$ cat config.mk
export PLATFORM = sky130hd
export DESIGN_NAME = lphi_controller
export DESIGN_NICKNAME = d
export VERILOG_FILES = /design/src/rtl/lphi_pkg.sv /design/src/rtl/lphi_controller.sv
export SDC_FILE = /design/constraint.sdc
export NUM_CORES = 1
export LEC_CHECK = 0
export BUFFER_PORTS_ARGS = -buffer_cell sky130_fd_sc_hd__buf_2
export CAP_MARGIN = 10
export CORE_AREA = 2 2 39 41
export CTS_CLUSTER_DIAMETER = 200
export DETAILED_ROUTE_END_ITERATION = 8
export DIE_AREA = 0 0 41 43
export PLACE_DENSITY_LB_ADDON = 0.15
export SLEW_MARGIN = 10
export SYNTH_ARGS = -nofsm -noshare
export SYNTH_HDL_FRONTEND = slang
export SYNTH_SLANG_ARGS = --single-unit
export TNS_END_PERCENT = 20
$ cat constraint.sdc
create_clock -name clk_i -period 1.9 [get_ports clk_i]
set_input_delay 0.38 -clock clk_i [delete_from_list [all_inputs] [get_ports clk_i]]
set_output_delay 0.38 -clock clk_i [all_outputs]
set_load 0.02 [all_outputs]
$ cat src/rtl/lphi_pkg.sv
// ----------------------------------------------------------------------------
// Linear probe hash insert package
// Shared widths, status codes and controller/datapath interface structs.
// ----------------------------------------------------------------------------
`default_nettype none

package lphi_pkg;

  localparam int BridgeW = 4;
  localparam int KeyW    = 32;
  localparam int PayW    = 32;
  localparam int StatusW = 2;
  localparam int SlotW   = 6;
  localparam int DigitW  = 4;
  localparam int Digits  = KeyW / DigitW;
  localparam int DigCntW = $clog2(Digits);

  typedef enum logic [StatusW-1:0] {
    StRegistered = 2'd0,
    StDuplicate  = 2'd1,
    StBadBridge  = 2'd2,
    StFull       = 2'd3
  } status_e;

  typedef struct packed {
    logic accept;
    logic clr_step;
    logic mod_step;
    logic compare;
    logic out_load;
  } cmd_t;

  typedef struct packed {
    logic clr_last;
    logic mod_last;
    logic bad_bridge;
    logic hit;
    logic probe_last;
  } stat_t;

endpackage

`default_nettype wire

$ cat src/rtl/lphi_controller.sv
// ----------------------------------------------------------------------------
// Linear probe hash insert controller
// Sequences the clearing pass, the home slot reduction, the probe loop and
// the hand-off of each result to the output register.
// ----------------------------------------------------------------------------
`default_nettype none

module lphi_controller #(
  parameter int TABLE_SIZE = 64
) (
  input  logic             clk_i,
  input  logic             rst_ni,
  input  logic             in_valid_i,
  output logic             in_ready_o,
  output logic             out_valid_o,
  input  logic             out_ready_i,
  input  lphi_pkg::stat_t  stat_i,
  output lphi_pkg::cmd_t   cmd_o
);

  import lphi_pkg::*;

  localparam bit IsPow2 = (TABLE_SIZE & (TABLE_SIZE - 1)) == 0;

  typedef enum logic [5:0] {
    SClear  = 6'b000001,
    SIdle   = 6'b000010,
    SMod    = 6'b000100,
    SRead   = 6'b001000,
    SCmp    = 6'b010000,
    SResult = 6'b100000
  } state_e;

  state_e state_q, state_d;
  logic   out_valid_q, out_valid_d;

  always_comb begin
    state_d    = state_q;
    cmd_o      = '0;
    in_ready_o = 1'b0;
    unique case (state_q)
      SClear: begin
        cmd_o.clr_step = 1'b1;
        if (stat_i.clr_last) begin
          state_d = SIdle;
        end
      end
      SIdle: begin
        in_ready_o = 1'b1;
        if (in_valid_i) begin
          cmd_o.accept = 1'b1;
          if (stat_i.bad_bridge) begin
            state_d = SResult;
          end else if (IsPow2) begin
            state_d = SRead;
          end else begin
            state_d = SMod;
          end
        end
      end
      SMod: begin
        cmd_o.mod_step = 1'b1;
        if (stat_i.mod_last) begin
          state_d = SRead;
        end
      end
      SRead: begin
        state_d = SCmp;
      end
      SCmp: begin
        cmd_o.compare = 1'b1;
        if (stat_i.hit || stat_i.probe_last) begin
          state_d = SResult;
        end else begin
          state_d = SRead;
        end
      end
      SResult: begin
        if (!out_valid_q || out_ready_i) begin
          cmd_o.out_load = 1'b1;
          state_d        = SIdle;
        end
      end
      default: begin
        state_d = SClear;
      end
    endcase
  end

  assign out_valid_d = cmd_o.out_load | (out_valid_q & ~out_ready_i);
  assign out_valid_o = out_valid_q;

  always_ff @(posedge clk_i or negedge rst_ni) begin
    if (!rst_ni) begin
      state_q     <= SClear;
      out_valid_q <= 1'b0;
    end else begin
      state_q     <= state_d;
      out_valid_q <= out_valid_d;
    end
  end

endmodule

`default_nettype wire

* Yosys cells after proc, flatten, opt, wreduce, memory -nomap -nowiden *
Cells that the tools add are included.

operators by class
  equal/unequal tests = 10
  muxes and demuxes = 15
  bitwise gates (word level) = 3
  reductions and logical operators = 4

operators by type and width
  cell                                                                    number
  6-bit two-way mux                                                       6
  6-bit one-hot mux with 6 select lines                                   1
  1-bit two-way mux                                                       8
  2-bit != test (second input constant)                                   4
  6-bit by 1-bit equality test with 1-bit output (second input constant)  1
  6-bit by 2-bit equality test with 1-bit output (second input constant)  1
  6-bit by 3-bit equality test with 1-bit output (second input constant)  1
  6-bit by 4-bit equality test with 1-bit output (second input constant)  1
  6-bit by 5-bit equality test with 1-bit output (second input constant)  1
  6-bit equality test (second input constant)                             1
  4-bit AND reduction                                                     1
  1-bit logical OR                                                        2
  1-bit AND                                                               1
  1-bit logical NOT                                                       1
  1-bit inverter                                                          1
  1-bit bitwise OR                                                        1

word-level totals
  bits in registers = 7
  output and inout bits = 7
  word-level logic and storage cells = 34

* Longest topological paths before layout *
  depth in word-level cells = 5
  depth in mapped cells = 4
  depth with buffers taken out = 3

* Worst setup path before layout *
OpenSTA, ideal clock, no wires.

  path kind = reg-to-output
  start = register state_q[1]
  end = output cmd_o[1] (netlist bit)
  arrival time = 1.374 ns
  path slack = 0.146 ns
  stages on the path, launching flop included = 4
  path buffers = 1
  cells stage by stage = dfrtp_1 > buf_4 > or2b_1 > nor4_1

RTL lines
  item                      RTL line               RTL
  start: declaration        lphi_controller.sv:34  state_e state_q, state_d;
  start signal: assignment  lphi_controller.sv:95  state_q <= SClear;
  start signal: assignment  lphi_controller.sv:98  state_q <= state_d;
  end: declaration          lphi_controller.sv:18  output lphi_pkg::cmd_t cmd_o

==> run summary <==
Clk network pwr share - 0.173
net switching power - 272.6 uW
Synth top area share - 0.3049
Post-synth EDFFs - 0
Fillers - 145
Multi-input gate area - 260.3 um^2
Clock transition at path regs - 50 ps
most common cell in the netlist - dfrtp_1
PD cells - 1161 mW/mm^2
largest net degree at the start of global routing - 12
PnR Total Power - 732.3 uW
Yosys top cell by area - dfrtp_1
nature of the critical path endpoint - output pin
gr ovfl total - 0
fin crit share - 0.9810
die area - 0.001763 mm^2
PortBufs - 13
Top FF cell, synth - dfrtp_1
clock latency on the worst-skew pair - 240 ps
number of nets with antenna violations after routing - 0
vias in the first global route - 377
Die X - 41 um
Final Max Slew Viols - 0
max-cap viol count - 0
total CTS buffers - 3
placed cell count - 75
layout cell share with drive strength beyond 1 - 0.5217
Static Leak - 0.0002981 uW
endpoints failing setup - 0
DP HPWL - 687.5 um
Yosys warning total - 0
syn_nets - 51
Vias - 411
Rows - 14
root buffer cell - clkbuf_4
WP data required - 1520 ps
Setup crit start kind - register
ranking of synthesized cells by area - dfrtp_1 30%, dfstp_2 6.4%, nor4b_4 5.8%
Longest Clk Path Bufs - 2
Final #Nets - 79
FF+latch area - 151.4 um^2
H-tree depth - 1
Seq pwr share - 0.246
worst-path fanout max - 2
Max Clk Rate - 536.5 MHz
Post-Syn Area - 410.4 um^2
Tmin final - 1864 ps
post-route insts no fill - 85
antenna violations before repair - 0
Die Y - 43 um
Vias/cell - 4.835
I/O pin count - 16
most instantiated cells after synthesis - 5 x dfrtp_1, 3 x nor2_1, 3 x nor3b_1
WP data arrival - 1480 ps
status - finished clean
Seq/Total Area, Yosys - 0.3689
Core Box Area - 0.001384 mm^2
Gate Count Post-Synth - 42
Post-synth ARST share - 1.000
initial detailed-routing violation count - 9
Int Power - 459.8 uW
CTS tree - yes
Comb pwr share - 0.581
RSZ-0062 raised after global routing - yes
Final GP Congestion - 0.6730
post-synthesis cell type count - 29
first-pass GRT wire length - 1449 um
Post-Route Skew - 1.227 ps
initial core utilization - 0.2966
Tot GR Track Use - 0.1227
# diodes - 0
Max IR drop VDD - 0.4736 mV
drt wl/cell - 11.42 um
Avg Cell Area, Syn - 9.771 um^2
Pre-Repair DR Iteration Count - 3
Setup Crit Path Kind - register to output pin
Detailed Route WL - 971 um
Synth Register Bits - 6
final hold vios - 0
Switching Fraction - 0.3722
area growth from synthesis to layout - 53.66%
Worst Hold Class - input port to register
# DRC - 0
CTS sink cnt - 6
[registers in the layout, summed over array words and instances, names as in the netlist]
register	flops
out_valid_o	1
state_q	5
[kinds of logic (layout without fill, tap and decap cells)]
kind of cell,Yosys count,in the layout,synth area share
compound gates,6,6,0.1220
flops,6,6,0.3689
simple gates,26,26,0.4543
other cells,1,1,0.009138
buf+inv,3,30,0.04571
[layout by cell type (no fill, tap or decap), types with 2 or more instances in the layout]
master,netlist,layout
buf_2,0,10
nand2_1,2,2
clkbuf_4,0,3
dfrtp_1,5,5
nor2_1,3,3
buf_4,2,13
nor3b_1,3,2
and3_1,2,2
[per-layer routing]
| metal | GRT usage | up-vias | share of wire |
|---|---|---|---|
| li1 | - | 211 | - |
| met4 | 0.02000 | 0 | 0 |
| met1 | 0.1429 | 189 | 0.45 |
| met5 | 0 | - | 0 |
| met2 | 0.1969 | 11 | 0.50 |
| met3 | 0.06283 | 0 | 0.051 |
[metrics by stage]
step                        util  hold slack, ps  area [um^2]  setup TNS, ps  worst slack [ps]
after floorplan                -           84.41        410.4              0             146.2
after global placement    0.3797           211.8        525.5              0             166.7
after detailed placement  0.3797           209.5        525.5              0             179.4
after CTS                 0.4168           417.3        576.8              0             1.368
after global routing      0.4557           438.1        630.6         -105.1            -54.97
final                     0.4557           419.2        630.6              0             36.20
[final timing paths]
path                            cells after the start                    from                endpoint  slack [ps]
worst max-delay path                                4  state_q[4]$_DFFE_PN0P_                cmd_o[0]          40
worst min-delay path                                3              in_valid_i  state_q[3]$_DFFE_PN0P_         420
worst max register to register                      6  state_q[4]$_DFFE_PN0P_  state_q[5]$_DFFE_PN0P_         180
worst min register to register                      2   out_valid_o$_DFF_PN0_   out_valid_o$_DFF_PN0_         590
max in group asynchronous                           2                  rst_ni  state_q[0]$_DFFE_PN1P_        1190
min in group asynchronous                           2                  rst_ni  state_q[5]$_DFFE_PN0P_         490
[power by group through the flow]
stage / sequential, uW / clock [uW] / combinational [uW]
2_1_floorplan: 202 / 0 / 221
3_3_place_gp: 180 / 0 / 356
3_5_place_dp: 181 / 0 / 352
4_1_cts: 179 / 133 / 361
5_1_grt: 185 / 139 / 465
6_report: 180 / 127 / 426
[cell type report]
type / instances / share of cell area
Multi-Input combinational cell: 33 / 0.4127
Sequential cell: 6 / 0.2401
Clock buffer: 4 / 0.04167
Tap cell: 16 / 0.03175
Timing Repair Buffer: 25 / 0.2679
Inverter: 1 / 0.005952
[worst max-delay path: stages (launching register included)]
cell and delay (ps):
dfrtp_1 370, or3_4 400, nor3b_4 190, and2_4 160, buf_6 100
[what timing repair did]
item | CTS | global route
pin swaps | 2 | 2
gates resized for setup | 2 | 6
hold buffers | 1 | 0
setup buffers | 1 | 4
endpoints found under the setup margin | 1 | 3
endpoints found under the hold margin | 5 | 0
Note: power is estimated with default switching activity, not from simulation.
